File: config.mk
export PLATFORM = sky130hd
export DESIGN_NAME = keyword_delimiter_tokenizer_core
export DESIGN_NICKNAME = d
export VERILOG_FILES = /design/src/design/kdt_pkg.sv /design/src/design/kdt_ram.sv /design/src/design/keyword_delimiter_tokenizer_core.sv
export VERILOG_INCLUDE_DIRS = /design/src /design/src/design
export SDC_FILE = /design/constraint.sdc
export NUM_CORES = 1
export LEC_CHECK = 0
export BUFFER_PORTS_ARGS = -buffer_cell sky130_fd_sc_hd__buf_2
export CAP_MARGIN = 20
export CELL_PAD_IN_SITES_DETAIL_PLACEMENT = 1
export CELL_PAD_IN_SITES_GLOBAL_PLACEMENT = 2
export CORE_UTILIZATION = 44
export CTS_CLUSTER_DIAMETER = 30
export DETAILED_ROUTE_END_ITERATION = 7
export MAX_ROUTING_LAYER = met4
export PLACE_DENSITY = 0.76
export SETUP_SLACK_MARGIN = 0.05
export SYNTH_ARGS = -nofsm -noshare
export SYNTH_HDL_FRONTEND = slang
export SYNTH_SLANG_ARGS = --single-unit
File: constraint.sdc
create_clock -name clk -period 3.4 [get_ports clk]
set_clock_uncertainty 0.2 [all_clocks]
set_input_delay 0.85 -clock clk [delete_from_list [all_inputs] [get_ports clk]]
set_output_delay 0.85 -clock clk [all_outputs]
set_load 0.01 [all_outputs]
File: src/design/keyword_delimiter_tokenizer_core_defines.svh
// Assertion macros shared by the tokenizer core.
`ifndef KEYWORD_DELIMITER_TOKENIZER_CORE_DEFINES_SVH
`define KEYWORD_DELIMITER_TOKENIZER_CORE_DEFINES_SVH

// Same-cycle implication, sampled on clk, off while rst is high.
`define KDT_ASSERT_NOW(lbl, ante, cons) \
  lbl: assert property (@(posedge clk) disable iff (rst) (ante) |-> (cons)) \
    else $error("keyword_delimiter_tokenizer_core: check failed");

// Next-cycle implication, sampled on clk, off while rst is high.
`define KDT_ASSERT_NEXT(lbl, ante, cons) \
  lbl: assert property (@(posedge clk) disable iff (rst) (ante) |=> (cons)) \
    else $error("keyword_delimiter_tokenizer_core: check failed");

`endif

File: src/design/kdt_pkg.sv
// Types, constants and lookup functions of the keyword and delimiter tokenizer.
package kdt_pkg;

  localparam int HOPPER_DEPTH = 32;
  localparam int CNT_W        = $clog2(HOPPER_DEPTH + 1);
  localparam int ADDR_W       = $clog2(HOPPER_DEPTH);
  localparam int NUM_KW       = 3;
  localparam int KW_IDX_W     = 2;

  localparam logic       KIND_TEXT        = 1'b0;
  localparam logic       KIND_TOKEN       = 1'b1;
  localparam logic [7:0] TOKEN_WORD       = 8'd0;
  localparam logic [7:0] TOKEN_DELIM_BASE = 8'd2;
  localparam logic [7:0] TOKEN_KW_BASE    = 8'd10;
  localparam logic [7:0] NEWLINE_BYTE     = 8'd10;

  // keyword lengths: print, if, goto
  localparam logic [2:0] KW_LEN [NUM_KW] = '{3'd5, 3'd2, 3'd4};

  typedef struct packed {
    logic [7:0] char_code;
    logic       end_of_text;
  } char_word_t;

  typedef struct packed {
    logic       stream_kind;
    logic [7:0] out_value;
    logic       last_of_run;
    logic       overflow_flag;
  } tok_word_t;

  typedef enum logic [2:0] {
    S_IDLE,
    S_EVAL,
    S_FLUSH,
    S_NL,
    S_TOK,
    S_DELIM
  } kdt_state_t;

  // {hit, index in the delimiter set}
  function automatic logic [3:0] delim_lookup(input logic [7:0] c);
    case (c)
      8'h20:   return {1'b1, 3'd0}; // space
      8'h28:   return {1'b1, 3'd1}; // (
      8'h29:   return {1'b1, 3'd2}; // )
      8'h7B:   return {1'b1, 3'd3}; // {
      8'h7D:   return {1'b1, 3'd4}; // }
      8'h2B:   return {1'b1, 3'd5}; // +
      8'h2D:   return {1'b1, 3'd6}; // -
      8'h3D:   return {1'b1, 3'd7}; // =
      default: return 4'b0000;
    endcase
  endfunction

  // character pos of keyword k; only read below the keyword length
  function automatic logic [7:0] kw_char(input logic [KW_IDX_W-1:0] k,
                                         input logic [2:0] pos);
    case ({k, pos})
      5'b00_000: return 8'h70; // p
      5'b00_001: return 8'h72; // r
      5'b00_010: return 8'h69; // i
      5'b00_011: return 8'h6E; // n
      5'b00_100: return 8'h74; // t
      5'b01_000: return 8'h69; // i
      5'b01_001: return 8'h66; // f
      5'b10_000: return 8'h67; // g
      5'b10_001: return 8'h6F; // o
      5'b10_010: return 8'h74; // t
      5'b10_011: return 8'h6F; // o
      default:   return 8'h00;
    endcase
  endfunction

endpackage

File: src/design/kdt_ram.sv
// Generic single-port-write, single-port-read RAM with registered read data.
module kdt_ram #(
  parameter int WIDTH = 8,
  parameter int DEPTH = 32
) (
  input  logic                     clk,
  input  logic                     we,
  input  logic [$clog2(DEPTH)-1:0] waddr,
  input  logic [WIDTH-1:0]         wdata,
  input  logic                     re,
  input  logic [$clog2(DEPTH)-1:0] raddr,
  output logic [WIDTH-1:0]         rdata
);

  logic [WIDTH-1:0] mem [DEPTH];

  always_ff @(posedge clk) begin
    if (we) begin
      mem[waddr] <= wdata;
    end
    // read data holds while re is low
    if (re) begin
      rdata <= mem[raddr];
    end
  end

endmodule

File: src/design/keyword_delimiter_tokenizer_core.sv
// Keyword and delimiter tokenizer: hopper RAM, keyword tracking and output control.
// Sequence: a word is taken in S_IDLE and evaluated in S_EVAL; a keyword or drop result is
//   registered at the end of S_EVAL, a delimiter or flush result in S_DELIM or S_FLUSH.
// Words are taken only in S_IDLE, output states hold on stalls; plain, keyword and dropped
//   characters pass S_EVAL, a delimiter adds S_DELIM, a flush S_FLUSH per byte, S_NL, S_TOK.
// Reset (rst, synchronous): empties the hopper and the output register; RAM untouched.
`include "keyword_delimiter_tokenizer_core_defines.svh"

module keyword_delimiter_tokenizer_core
  import kdt_pkg::*;
(
  input  logic       clk,
  input  logic       rst,
  input  logic       char_valid,
  output logic       char_stall,
  input  char_word_t char_word,
  output logic       tok_valid,
  input  logic       tok_stall,
  output tok_word_t  tok_word
);

  kdt_state_t state, state_next;

  // hopper fill level and per-keyword "still a prefix" flags
  logic [CNT_W-1:0]  hop_cnt;
  logic [NUM_KW-1:0] kw_ok;

  // latched item under evaluation
  logic [7:0] cur_char;
  logic       cur_end;
  logic       cur_is_delim;
  logic [2:0] cur_didx;

  // next hopper address to read during a flush
  logic [CNT_W-1:0] flush_ptr;

  logic              ram_we, ram_re;
  logic [ADDR_W-1:0] ram_raddr;
  logic [7:0]        ram_rdata;

  logic      out_free, out_load;
  tok_word_t out_next;

  logic cnt_clear, cnt_inc, ptr_start, ptr_inc;

  logic [CNT_W-1:0]    cnt_plus;
  logic [NUM_KW-1:0]   kw_ok_next, kw_hit;
  logic [KW_IDX_W-1:0] hit_idx;
  logic                cnt_zero, cnt_full, any_hit, is_append;
  logic [3:0]          delim_in;

  assign char_stall = (state != S_IDLE);
  assign out_free   = !tok_valid || !tok_stall;
  assign cnt_plus   = hop_cnt + 1'b1;
  assign cnt_zero   = (hop_cnt == '0);
  assign cnt_full   = (hop_cnt == CNT_W'(HOPPER_DEPTH));
  assign delim_in   = delim_lookup(char_word.char_code);
  assign is_append  = !cur_end && !cur_is_delim && !cnt_full;

  // Incremental keyword match: a keyword stays live while every appended
  // byte equals its character at that position.
  always_comb begin
    for (int k = 0; k < NUM_KW; k++) begin
      kw_ok_next[k] = kw_ok[k] && (hop_cnt < CNT_W'(KW_LEN[k])) &&
                      (cur_char == kw_char(KW_IDX_W'(k), hop_cnt[2:0]));
      kw_hit[k]     = kw_ok_next[k] && (cnt_plus == CNT_W'(KW_LEN[k]));
    end
    hit_idx = '0;
    for (int k = NUM_KW - 1; k >= 0; k--) begin
      if (kw_hit[k]) begin
        hit_idx = KW_IDX_W'(k);
      end
    end
  end

  assign any_hit = |kw_hit;

  // Next state.
  always_comb begin
    state_next = state;
    case (state)
      S_IDLE: begin
        if (char_valid) begin
          state_next = S_EVAL;
        end
      end
      S_EVAL: begin
        if (cur_end) begin
          state_next = cnt_zero ? S_IDLE : S_FLUSH;
        end else if (cur_is_delim) begin
          state_next = cnt_zero ? S_DELIM : S_FLUSH;
        end else if (cnt_full || any_hit) begin
          if (out_free) begin
            state_next = S_IDLE;
          end
        end else begin
          state_next = S_IDLE;
        end
      end
      S_FLUSH: begin
        if (out_free && flush_ptr == hop_cnt) begin
          state_next = S_NL;
        end
      end
      S_NL: begin
        if (out_free) begin
          state_next = S_TOK;
        end
      end
      S_TOK: begin
        if (out_free) begin
          state_next = cur_end ? S_IDLE : S_DELIM;
        end
      end
      S_DELIM: begin
        if (out_free) begin
          state_next = S_IDLE;
        end
      end
      default: state_next = S_IDLE;
    endcase
  end

  // Outputs: RAM access, output register load, counter control.
  always_comb begin
    out_load  = 1'b0;
    out_next  = '0;
    ram_we    = 1'b0;
    ram_re    = 1'b0;
    ram_raddr = flush_ptr[ADDR_W-1:0];
    cnt_clear = 1'b0;
    cnt_inc   = 1'b0;
    ptr_start = 1'b0;
    ptr_inc   = 1'b0;
    case (state)
      S_EVAL: begin
        if ((cur_end || cur_is_delim) && !cnt_zero) begin
          // prime the first hopper byte
          ram_re    = 1'b1;
          ram_raddr = '0;
          ptr_start = 1'b1;
        end else if (!cur_end && !cur_is_delim && cnt_full) begin
          if (out_free) begin
            out_load = 1'b1;
            out_next = '{KIND_TEXT, cur_char, 1'b1, 1'b1};
          end
        end else if (is_append && (!any_hit || out_free)) begin
          ram_we = 1'b1;
          if (any_hit) begin
            out_load  = 1'b1;
            out_next  = '{KIND_TOKEN, TOKEN_KW_BASE + 8'(hit_idx), 1'b1, 1'b0};
            cnt_clear = 1'b1;
          end else begin
            cnt_inc = 1'b1;
          end
        end
      end
      S_FLUSH: begin
        if (out_free) begin
          out_load = 1'b1;
          out_next = '{KIND_TEXT, ram_rdata, 1'b0, 1'b0};
          if (flush_ptr != hop_cnt) begin
            ram_re  = 1'b1;
            ptr_inc = 1'b1;
          end
        end
      end
      S_NL: begin
        if (out_free) begin
          out_load = 1'b1;
          out_next = '{KIND_TEXT, NEWLINE_BYTE, 1'b0, 1'b0};
        end
      end
      S_TOK: begin
        if (out_free) begin
          out_load  = 1'b1;
          out_next  = '{KIND_TOKEN, TOKEN_WORD, cur_end, 1'b0};
          cnt_clear = 1'b1;
        end
      end
      S_DELIM: begin
        if (out_free) begin
          out_load = 1'b1;
          out_next = '{KIND_TOKEN, TOKEN_DELIM_BASE + 8'(cur_didx), 1'b1, 1'b0};
        end
      end
      default: ;
    endcase
  end

  kdt_ram #(
    .WIDTH (8),
    .DEPTH (HOPPER_DEPTH)
  ) u_hopper (
    .clk   (clk),
    .we    (ram_we),
    .waddr (hop_cnt[ADDR_W-1:0]),
    .wdata (cur_char),
    .re    (ram_re),
    .raddr (ram_raddr),
    .rdata (ram_rdata)
  );

  always_ff @(posedge clk) begin
    if (rst) begin
      state     <= S_IDLE;
      hop_cnt   <= '0;
      kw_ok     <= '1;
      tok_valid <= 1'b0;
    end else begin
      state <= state_next;
      if (cnt_clear) begin
        hop_cnt <= '0;
        kw_ok   <= '1;
      end else if (cnt_inc) begin
        hop_cnt <= cnt_plus;
        kw_ok   <= kw_ok_next;
      end
      if (out_load) begin
        tok_valid <= 1'b1;
      end else if (!tok_stall) begin
        tok_valid <= 1'b0;
      end
    end
  end

  // payload registers
  always_ff @(posedge clk) begin
    if (char_valid && !char_stall) begin
      cur_char     <= char_word.char_code;
      cur_end      <= char_word.end_of_text;
      cur_is_delim <= delim_in[3];
      cur_didx     <= delim_in[2:0];
    end
    if (ptr_start) begin
      flush_ptr <= CNT_W'(1);
    end else if (ptr_inc) begin
      flush_ptr <= flush_ptr + 1'b1;
    end
    if (out_load) begin
      tok_word <= out_next;
    end
  end

  `KDT_ASSERT_NOW(a_cnt_range, 1'b1, hop_cnt <= CNT_W'(HOPPER_DEPTH))
  `KDT_ASSERT_NOW(a_load_free, out_load, !tok_valid || !tok_stall)
  `KDT_ASSERT_NEXT(a_accept_eval, char_valid && !char_stall, state == S_EVAL)
  `KDT_ASSERT_NOW(a_flush_ptr, state == S_FLUSH, flush_ptr <= hop_cnt && !cnt_zero)

endmodule

==> out/results.ini <==
[run_status]
status=finished, final reports clean

[die]
start_util=0.449
io_pins=26
die_w_microns=176
coreArea_sq_um=29700
die-area_sq_um=31000
die_h_microns=176
num_rows=63

[clock_network]
h-tree-depth=2
cts_tree=built
cts_root_buffer=clkbuf_16
cts_resized=0
post_cts_buffers=0
postCtsHoldBufs=0
clkTransAtPathRegs_ns=0.05
cts_buffers=61
clock_latency_ns=0.60
cts_sinks=307
cts.path.max_buffers=3

[worst_setup_path]
required_ns=3.41
critPathLaunchType=flip-flop
cp_slowest_cell=nor2b_1
arrival_ns=3.37
end_kind=flip-flop
worstSetupPathType=flip-flop to flip-flop
cpPeakStageDelay_ns=0.66
critPathBufInv=1
cp_max_fo=8
crit_chain=buf_4 -> ha_1 -> o21bai_2 -> o41a_1 -> a2111oi_0 -> nand2_1 -> a31o_1 -> and2_1 -> nor2b_1
cpLargestDelayFamily=simple AND/OR/NAND/NOR gates

[synth]
ys_warn_count=0
ys_seq_area_frac=0.677
synth-seq-cells=307
netlist-cell-type-count=76
syn_avg_cell_area_sq_um=13.7
synth_edf_count=288
syn-num-nets=995
syn-cell-area_sq_um=13300
synthCells=974
synthFlopType=edfxtp_1
synth-async-reset-ratio=0

[placement]
io_buffers=25
place.gp.congestion=0.920
placed_cell_area_sq_um=14400
dp_hpwl_mm=26.6

[timing]
tightest_slew_ns=0.798
slew_headroom=0.467
holdWs_ns=0.245
tns_ns=0
period_share=0.987
min_period_ns=3.36
slew_violations=0
hold_violations=0
fmax_ghz=0.298
setup_violations=0
rsz0062_at_grt=yes

[cells_and_area]
antenna_cells=0
areaGrowthSynthToFinish_pct=23.8
stdcell_area_sq_um=16500
drive_gt1_frac=0.253
fin_nets=1113

[detailed_routing]
via_per_inst=5.86
dr_total_vias=8983
routedWlPerCell_microns=25.5
drtIter0Drc=705
antenna_left=0
wirelength_mm=39.1
detail_route.first_pass.iterations=7
drc_errors=0

[grt]
grt_pass1_vias=9270
globalRouteTotalUtil=0.266
grt_max_degree=34
grt_pass1_wl_mm=58.5
antenna_found_initial=0
grt_overflow=0

[hold_path]
hp-class=input pin to flip-flop

[power_and_ir_drop]
irDropWorstVdd_mv=0.481
leakage_uw=0.00570
cellPowerDensity_nw_per_um2=719

[flow_run]
maxCapViolCount=0

-- layout make-up --
type | count | area [sq um]
flip-flops and latches | 307 | 9030
repair buffers | 116 | 858
inverters | 20 | 75.1
multi-input cells | 586 | 3960
well taps | 390 | 488
clock buffers | 63 | 1530
clock inverters | 52 | 568
fillers | 2863 | 13200
-- sequential cells by signal (all words and copies together) (netlist names) --
name	count
flush_ptr	6
hop_cnt	6
cur_is_delim	1
tok_valid	1
u_hopper.mem	256
u_hopper.rdata	8
tok_word	11
cur_char	8
kw_ok	3
cur_end	1
state	3
cur_didx	3
-- worst paths after layout --
path,from,end,slack [ns],depth (start not counted)
worst max register to register,hop_cnt[0],u_hopper.mem[0][0],0.04,9
worst max-delay path,hop_cnt[0],u_hopper.mem[0][0],0.04,9
worst min register to register,kw_ok[0],kw_ok[0],0.29,1
worst min-delay path,char_word[0],cur_end,0.24,1
-- synth_stat cells, drive strengths merged (13+ instances only) --
cell | instances | area, sq um
edfxtp | 288 | 8650
nor2 | 106 | 400
nand2 | 95 | 359
o21ai | 49 | 245
a21oi | 36 | 180
buf | 36 | 196
a31oi | 27 | 169
clkbuf | 25 | 96.3
mux4 | 25 | 563
inv | 20 | 75.1
nor3 | 20 | 115
dfxtp | 19 | 380
mux2i | 18 | 180
nand3 | 17 | 85.1
and3 | 15 | 93.8
nand4 | 13 | 87.6
nor2b | 13 | 81.3
-- worst register-to-register path, delay by kind of cell, from the launching register on --
family / cells / cell delay [ns]
adders and majority gates: 1 / 0.32
DFF: 1 / 0.31
and+or+nand+nor: 3 / 1.09
AOI/OAI and AO/OA: 4 / 0.89
buffers and inverters: 1 / 0.16
-- metal layers --
metal  vias to the layer above  share of wire  track usage  routed length, microns
li1                       4004              -            -                       -
met1                      4575           0.44        0.356                   17100
met2                       326           0.47        0.410                   18400
met3                        78          0.064       0.0469                    2490
met4                         0          0.028       0.0928                    1110
met5                         -              0            -                       0
-- through the flow --
| stage | std cells | worst slack (ns) | util | power (uW) |
|---|---|---|---|---|
| after floorplan | 974 | 0.343 | - | 5320 |
| after global placement | 1419 | 0.197 | 0.485 | 5880 |
| after detailed placement | 1419 | 0.114 | 0.485 | 5900 |
| after CTS | 1534 | 0.0782 | 0.555 | 12000 |
| after global routing | 1534 | -0.0855 | 0.556 | 12200 |
| final | 1534 | 0.0447 | 0.556 | 11900 |
-- power breakdown --
part | switching (uW) | total (uW) | internal [uW]
Sequential | 140 | 4370 | 4230
Combinational | 915 | 1480 | 569
Clock | 2190 | 6020 | 3830
Total | 3250 | 11900 | 8630
-- layout by cell type (no fill, tap or decap), types with 8 or more instances in the layout --
cell type / synthesis / final
nand2_1: 94 / 94
buf_2: 28 / 25
nor2b_1: 13 / 12
inv_6: 0 / 12
xnor2_1: 11 / 11
mux4_2: 25 / 25
nor2_1: 105 / 101
dfxtp_1: 19 / 17
edfxtp_1: 288 / 288
o21ai_0: 47 / 47
inv_1: 19 / 19
ha_1: 8 / 8
a41oi_1: 8 / 8
nor3_1: 17 / 17
clkinvlp_4: 0 / 12
xor2_1: 8 / 8
a21oi_1: 36 / 36
a31oi_1: 27 / 27
nand3_1: 17 / 17
buf_4: 3 / 87
or3_1: 10 / 10
a2111oi_0: 10 / 10
nand4_1: 12 / 12
mux2i_1: 18 / 18
mux2_2: 8 / 8
clkbuf_16: 0 / 61
and3_1: 15 / 15
-- cells by family (layout without fill, tap and decap cells) --
group	after synthesis	after routing	share of synthesized area
compound gates	192	192	0.101
flops	307	307	0.677
xor+xnor	19	19	0.0125
buf+inv	81	251	0.0276
fa+ha+maj	8	8	0.00750
mux	52	52	0.0633
simple gates	315	315	0.111
Note: power is estimated with default switching activity, not from simulation.
